**src/hw/rtl/tpad_pkg.sv**
```systemverilog
package tpad_pkg;

    localparam int COUNT_WIDTH = 8;

    localparam logic [1:0] CMD_TICK       = 2'd0;
    localparam logic [1:0] CMD_ZERO_CROSS = 2'd1;
    localparam logic [1:0] CMD_LEVEL      = 2'd2;

    localparam logic [1:0] REG_PULSE_WIDTH = 2'd0;
    localparam logic [1:0] REG_LOW_CUTOFF  = 2'd1;
    localparam logic [1:0] REG_HIGH_LIMIT  = 2'd2;

    localparam logic [7:0] PULSE_WIDTH_RST = 8'd20;
    localparam logic [7:0] LOW_CUTOFF_RST  = 8'd5;
    localparam logic [6:0] HIGH_LIMIT_RST  = 7'd99;
    localparam logic [7:0] DELAY_RST       = 8'd78;

    localparam logic [10:0] DELAY_BASE  = 11'd1330;
    localparam logic [10:0] DELAY_SLOPE = 11'd13;
    // 6554 / 2^16 ~ 1/10, exact for dividends up to 1330
    localparam logic [23:0] RECIP_TEN   = 24'd6554;

    typedef struct packed {
        logic       gate;
        logic       echo_valid;
        logic [7:0] echo_byte;
    } t_result;

    // firing delay in ticks for a clamped level, 0 means off
    function automatic logic [7:0] delay_of(input logic [6:0] level);
        logic [10:0] prod;
        logic [10:0] diff;
        logic [23:0] scaled;
        prod   = 11'(level) * DELAY_SLOPE;
        diff   = DELAY_BASE - prod;
        scaled = 24'(diff) * RECIP_TEN;
        if (level == 7'd0 || prod >= DELAY_BASE) begin
            return 8'd0;
        end
        return scaled[23:16];
    endfunction

endpackage

```
**src/hw/rtl/triac_phase_angle_dimmer_core.sv**
```systemverilog
// Each accepted input beat yields one result beat, taken from a register.
// Throughput: one beat per cycle while o_stall and i_stall are low; state
// update and level-to-delay mapping complete in the accept cycle, results
// leave through an output register backed by a one-entry skid register.
// Reset (i_rst_n low, synchronous): registers return to defaults, counters
// stop, gate low, no result pending.
module triac_phase_angle_dimmer_core
    import tpad_pkg::*;
(
    input  logic       i_clk,
    input  logic       i_rst_n,
    input  logic       i_cfg_we,
    input  logic [1:0] i_cfg_index,
    input  logic [7:0] i_cfg_data,
    input  logic       i_valid,
    output logic       o_stall,
    input  logic [1:0] i_command,
    input  logic [7:0] i_level_byte,
    output logic       o_valid,
    input  logic       i_stall,
    output logic       o_gate,
    output logic       o_echo_valid,
    output logic [7:0] o_echo_byte
);

    logic [7:0]             r_pulse_width;
    logic [7:0]             r_low_cutoff;
    logic [6:0]             r_high_limit;

    logic [7:0]             r_pending_delay, n_pending_delay;
    logic [7:0]             r_active_delay,  n_active_delay;
    logic [COUNT_WIDTH-1:0] r_delay_count,   n_delay_count;
    logic                   r_delay_running, n_delay_running;
    logic [COUNT_WIDTH-1:0] r_pulse_count,   n_pulse_count;
    logic                   r_pulse_running, n_pulse_running;
    logic                   r_gate_level,    n_gate_level;

    t_result                r_out, r_skid, n_res;
    logic                   r_out_valid, r_skid_valid;

    logic                   in_fire;
    logic                   out_fire;
    logic [6:0]             clamped;

    assign o_stall  = r_skid_valid;
    assign in_fire  = i_valid && !r_skid_valid;
    assign out_fire = r_out_valid && !i_stall;

    always_comb begin
        if (i_level_byte < r_low_cutoff) begin
            clamped = 7'd0;
        end else if (i_level_byte > {1'b0, r_high_limit}) begin
            clamped = r_high_limit;
        end else begin
            clamped = i_level_byte[6:0];
        end
    end

    always_comb begin
        n_pending_delay = r_pending_delay;
        n_active_delay  = r_active_delay;
        n_delay_count   = r_delay_count;
        n_delay_running = r_delay_running;
        n_pulse_count   = r_pulse_count;
        n_pulse_running = r_pulse_running;
        n_gate_level    = r_gate_level;
        n_res.echo_valid = 1'b0;
        n_res.echo_byte  = 8'd0;
        case (i_command)
            CMD_TICK: begin
                if (r_pulse_running) begin
                    n_pulse_count = r_pulse_count + COUNT_WIDTH'(1);
                    if (n_pulse_count == COUNT_WIDTH'(r_pulse_width)) begin
                        n_gate_level    = 1'b0;
                        n_pulse_running = 1'b0;
                    end
                end
                if (r_delay_running) begin
                    n_delay_count = r_delay_count + COUNT_WIDTH'(1);
                    if (n_delay_count == COUNT_WIDTH'(r_active_delay)) begin
                        n_gate_level    = 1'b1;
                        n_pulse_count   = '0;
                        n_pulse_running = 1'b1;
                        n_delay_running = 1'b0;
                    end
                end
            end
            CMD_ZERO_CROSS: begin
                if (r_pending_delay != 8'd0) begin
                    n_active_delay  = r_pending_delay;
                    n_delay_count   = '0;
                    n_delay_running = 1'b1;
                end
            end
            CMD_LEVEL: begin
                n_pending_delay  = delay_of(clamped);
                n_res.echo_valid = 1'b1;
                n_res.echo_byte  = {1'b0, clamped};
            end
            default: begin
            end
        endcase
        n_res.gate = n_gate_level;
    end

    always_ff @(posedge i_clk) begin
        if (!i_rst_n) begin
            r_pulse_width <= PULSE_WIDTH_RST;
            r_low_cutoff  <= LOW_CUTOFF_RST;
            r_high_limit  <= HIGH_LIMIT_RST;
        end else if (i_cfg_we) begin
            case (i_cfg_index)
                REG_PULSE_WIDTH: r_pulse_width <= i_cfg_data;
                REG_LOW_CUTOFF:  r_low_cutoff  <= i_cfg_data;
                REG_HIGH_LIMIT:  r_high_limit  <= i_cfg_data[6:0];
                default: begin
                end
            endcase
        end
    end

    always_ff @(posedge i_clk) begin
        if (!i_rst_n) begin
            r_pending_delay <= DELAY_RST;
            r_active_delay  <= DELAY_RST;
            r_delay_count   <= '0;
            r_delay_running <= 1'b0;
            r_pulse_count   <= '0;
            r_pulse_running <= 1'b0;
            r_gate_level    <= 1'b0;
        end else if (in_fire) begin
            r_pending_delay <= n_pending_delay;
            r_active_delay  <= n_active_delay;
            r_delay_count   <= n_delay_count;
            r_delay_running <= n_delay_running;
            r_pulse_count   <= n_pulse_count;
            r_pulse_running <= n_pulse_running;
            r_gate_level    <= n_gate_level;
        end
    end

    always_ff @(posedge i_clk) begin
        if (!i_rst_n) begin
            r_out_valid  <= 1'b0;
            r_skid_valid <= 1'b0;
        end else if (r_skid_valid) begin
            if (out_fire) begin
                r_out_valid  <= 1'b1;
                r_skid_valid <= 1'b0;
            end
        end else if (in_fire) begin
            if (!r_out_valid || out_fire) begin
                r_out_valid <= 1'b1;
            end else begin
                r_skid_valid <= 1'b1;
            end
        end else if (out_fire) begin
            r_out_valid <= 1'b0;
        end
    end

    always_ff @(posedge i_clk) begin
        if (r_skid_valid) begin
            if (out_fire) begin
                r_out <= r_skid;
            end
        end else if (in_fire) begin
            if (!r_out_valid || out_fire) begin
                r_out <= n_res;
            end else begin
                r_skid <= n_res;
            end
        end
    end

    assign o_valid      = r_out_valid;
    assign o_gate       = r_out.gate;
    assign o_echo_valid = r_out.echo_valid;
    assign o_echo_byte  = r_out.echo_byte;

`ifndef SYNTHESIS
    a_gate_tracks_pulse: assert property (@(posedge i_clk) disable iff (!i_rst_n)
        r_gate_level == r_pulse_running)
        else $error("gate level out of step with pulse counter");

    a_skid_behind_out: assert property (@(posedge i_clk) disable iff (!i_rst_n)
        r_skid_valid |-> r_out_valid)
        else $error("skid entry held with empty output register");

    a_delay_nonzero: assert property (@(posedge i_clk) disable iff (!i_rst_n)
        r_delay_running |-> (r_active_delay != 8'd0))
        else $error("delay counter running with zero delay");

    a_no_drop: assert property (@(posedge i_clk) disable iff (!i_rst_n)
        (in_fire && r_out_valid && !out_fire) |=> r_skid_valid)
        else $error("accepted beat lost while output stalled");
`endif

endmodule

```
**config.mk**
```make
export PLATFORM = sky130hd
export DESIGN_NAME = triac_phase_angle_dimmer_core
export DESIGN_NICKNAME = d
export VERILOG_FILES = /design/src/hw/rtl/tpad_pkg.sv /design/src/hw/rtl/triac_phase_angle_dimmer_core.sv
export SDC_FILE = /design/constraint.sdc
export NUM_CORES = 1
export LEC_CHECK = 0
export BUFFER_PORTS_ARGS = -buffer_cell sky130_fd_sc_hd__buf_2
export CORE_MARGIN = 5
export CORE_UTILIZATION = 52
export CTS_BUF_LIST = sky130_fd_sc_hd__clkbuf_8
export DETAILED_ROUTE_END_ITERATION = 10
export PLACE_DENSITY = 0.75
export SETUP_SLACK_MARGIN = 0.1
export SYNTH_ARGS = -nofsm -noshare
export SYNTH_HDL_FRONTEND = slang
export SYNTH_SLANG_ARGS = --single-unit
```
**constraint.sdc**
```tcl
create_clock -name i_clk -period 19.8 [get_ports i_clk]
set_input_delay 0.99 -clock i_clk [delete_from_list [all_inputs] [get_ports i_clk]]
set_output_delay 0.99 -clock i_clk [all_outputs]
set_load 0.02 [all_outputs]
```
==> reports/results.ini <==
[status]
status = completed

[worst_setup_path]
crit_path_max_incr_delay_ns = 0.58
crit_required_ns = 20.04
crit_path_top_delay_cell = fa_1
worst_ep_arrival_time_ns = 10.55
endpoint_kind = register
cp_max_fo = 7
crit_path_start_kind = input pin
path_class = in2reg

[grt]
gr-max-usage-layer = met2
grt_usage_pct = 18.7
grt.overflow.total = 0
antenna_found_initial = 0
grt_pass1_vias = 4950
grt_use_met1_pct = 26.5
grt_max_degree = 26
grt_pass1_wl_um = 24500
met2_usage_pct = 29.7
grt.met3_usage_pct = 2.94

[routing]
vias = 5238
avgRoutedWirePerCell_um = 14.5
viasPerCell = 5.36
dr.pass1.iters = 5
first_iter_violations = 348
drc_errors = 0
detail-route-antenna-nets = 0
wl_um = 14200

[clock_network]
cts_resized = 0
cts_buffers = 9
cts_setup_buffers = 0
clock_sinks = 78
clkLatencyLatePin_ns = 0.36
cts_hold_repair.buffers = 0
cts.path.max_buffers = 2
cts-root-buf = clkbuf_8
path_clk_slew_ns = 0.08
h-tree-depth = 3
cts_tree = done

[layout]
fin_nets = 954
n_antenna_cell = 0
mostFrequentLayoutCell = inv_1
layout_common_cells = inv_1 (104), ha_1 (101), nand2_1 (60), nor2_1 (60), dfxtp_1 (60)
syn_to_final_growth_pct = 7.40
drive_above_1_share_pct = 9.61
final_cell_count_no_fill = 977

[timing]
setup_viol = 0
skew_ns = 0.0119
fin_tns_setup_ns = 0
finalCriticalPeriod_ns = 10.30
rsz0062_at_grt = false
hold_viol = 0
drv_slew = 0
max_freq_mhz = 97.1
max_slew_margin_pct = 50.8
fin_crit_sh_pct = 52.0
tightest_slew_ns = 0.735

[place]
routabilityCongestion = 0.881
place_hpwl_um = 11600
io_buffer_count = 35
dp_cells = 961

[floorplanning]
rows = 42
fp.dieArea_mm2 = 0.0157
num_io_pins = 37
start_util_pct = 52.7
placeableCoreArea_mm2 = 0.0131
die_w_um = 125
fp.dieH_um = 125

[yosys]
synth_edf_count = 18
synth-seq-cells = 78
synth_nets = 931
syn_inst = 773
async_reset_ff_share_pct = 0
syn-cell-area_mm2 = 0.00693
syn_avg_cell_area_um2 = 8.96
yosysUniqueCellTypes = 73
ys_warn_count = 0
ys_seq_area_share_pct = 25.1
synthFlopType = dfxtp_1

[flow_run]
maxCapViolations = 0

[hold_path]
hold_class = reg2reg

registers in the layout (all words and copies together), names as in the netlist:
signal           cells
r_delay_running      1
r_delay_count        8
o_valid              1
r_pulse_count        8
r_pending_delay      8
r_gate_level         1
o_echo_byte          7
o_echo_valid         1
r_active_delay       8
o_gate               1
r_pulse_running      1
o_stall              1
r_skid               9
r_high_limit         7
r_low_cutoff         8
r_pulse_width        8
area by class of cell:
type | instances | area, µm²
clock buffer | 10 | 138
clock inverter | 6 | 61.3
fill | 1168 | 5700
inverter | 104 | 390
multi-input combinational | 565 | 4690
sequential | 78 | 1740
tap | 176 | 220
timing repair buffer | 38 | 198
metrics by stage:
| stage | hold WS [ns] | cell area [µm²] | util [%] | setup slack (ns) |
|---|---|---|---|---|
| 2_1_floorplan | 0.444 | 6930 | - | 9.91 |
| 3_3_place_gp | 0.458 | 7240 | 55.1 | 9.37 |
| 3_5_place_dp | 0.465 | 7240 | 55.1 | 9.18 |
| 4_1_cts | 0.484 | 7440 | 56.6 | 9.52 |
| 5_1_grt | 0.510 | 7440 | 56.6 | 8.75 |
| 6_report | 0.478 | 7440 | 56.6 | 9.50 |
critical path, delay by kind of cell:
kind	cells	cell delay, ns
compound gates	14	3.61
fa+ha+maj	10	4.08
simple gates	1	0.37
mux	1	0.11
xor+xnor	3	0.98
buf+inv	4	0.36
metal layers:
layer	wire (µm)	share of wire [%]
met1	6940	49
met2	6600	46
met3	408	2.9
met4	239	1.7
met5	0	0
final timing paths:
path / from / endpoint / slack [ns] / cells past startpoint
setup reg to reg: r_high_limit[5]$_SDFFE_PN1P_ / r_pending_delay[6]$_SDFFE_PN1P_ / 9.87 / 33
hold reg to reg: r_delay_count[7]$_SDFFE_PN0P_ / r_delay_count[7]$_SDFFE_PN0P_ / 0.48 / 2
setup / recovery: i_level_byte[5] / r_pending_delay[6]$_SDFFE_PN1P_ / 9.50 / 33
hold / removal: r_delay_count[7]$_SDFFE_PN0P_ / r_delay_count[7]$_SDFFE_PN0P_ / 0.48 / 2
logic make-up (layout without fill, tap and decap cells):
| logic type | Yosys count | after routing | share of synthesized area, % |
|---|---|---|---|
| XOR/XNOR | 50 | 50 | 6.63 |
| other | 1 | 1 | 0.0541 |
| multiplexers | 32 | 32 | 4.64 |
| adder cells (fa/ha/maj) | 133 | 133 | 27.5 |
| buffers and inverters | 130 | 158 | 7.13 |
| AO/OA/AOI/OAI | 151 | 151 | 15.4 |
| AND/OR/NAND/NOR | 198 | 198 | 13.5 |
| flip-flops | 78 | 78 | 25.1 |
synthesized netlist by cell type (4+ instances only):
master | number | area share (%)
or3_1 | 4 | 0.36
or2_2 | 5 | 0.45
dfxtp_1 | 60 | 17
ha_1 | 101 | 18
nand3_1 | 19 | 1.4
xor2_1 | 14 | 1.8
mux2i_1 | 31 | 4.5
clkbuf_1 | 21 | 1.1
a221o_1 | 4 | 0.58
o211ai_1 | 4 | 0.43
fa_1 | 32 | 9.2
a211oi_1 | 5 | 0.54
nand3b_1 | 4 | 0.43
nor2b_1 | 4 | 0.36
a31oi_1 | 6 | 0.54
o21ai_0 | 30 | 2.2
o31ai_1 | 9 | 0.98
nor2_1 | 60 | 3.3
a21oi_1 | 36 | 2.6
edfxtp_1 | 18 | 7.8
nand2_1 | 60 | 3.3
a22oi_1 | 6 | 0.65
nand2b_1 | 6 | 0.54
nor3_1 | 12 | 0.87
o21a_1 | 4 | 0.43
xnor2_1 | 34 | 4.3
inv_1 | 103 | 5.6
and3_1 | 6 | 0.54
a21o_1 | 13 | 1.4
Power is left out: the tool's default activity adds up to more than one toggle a clock period on the data nets, which glitch-free logic cannot reach.
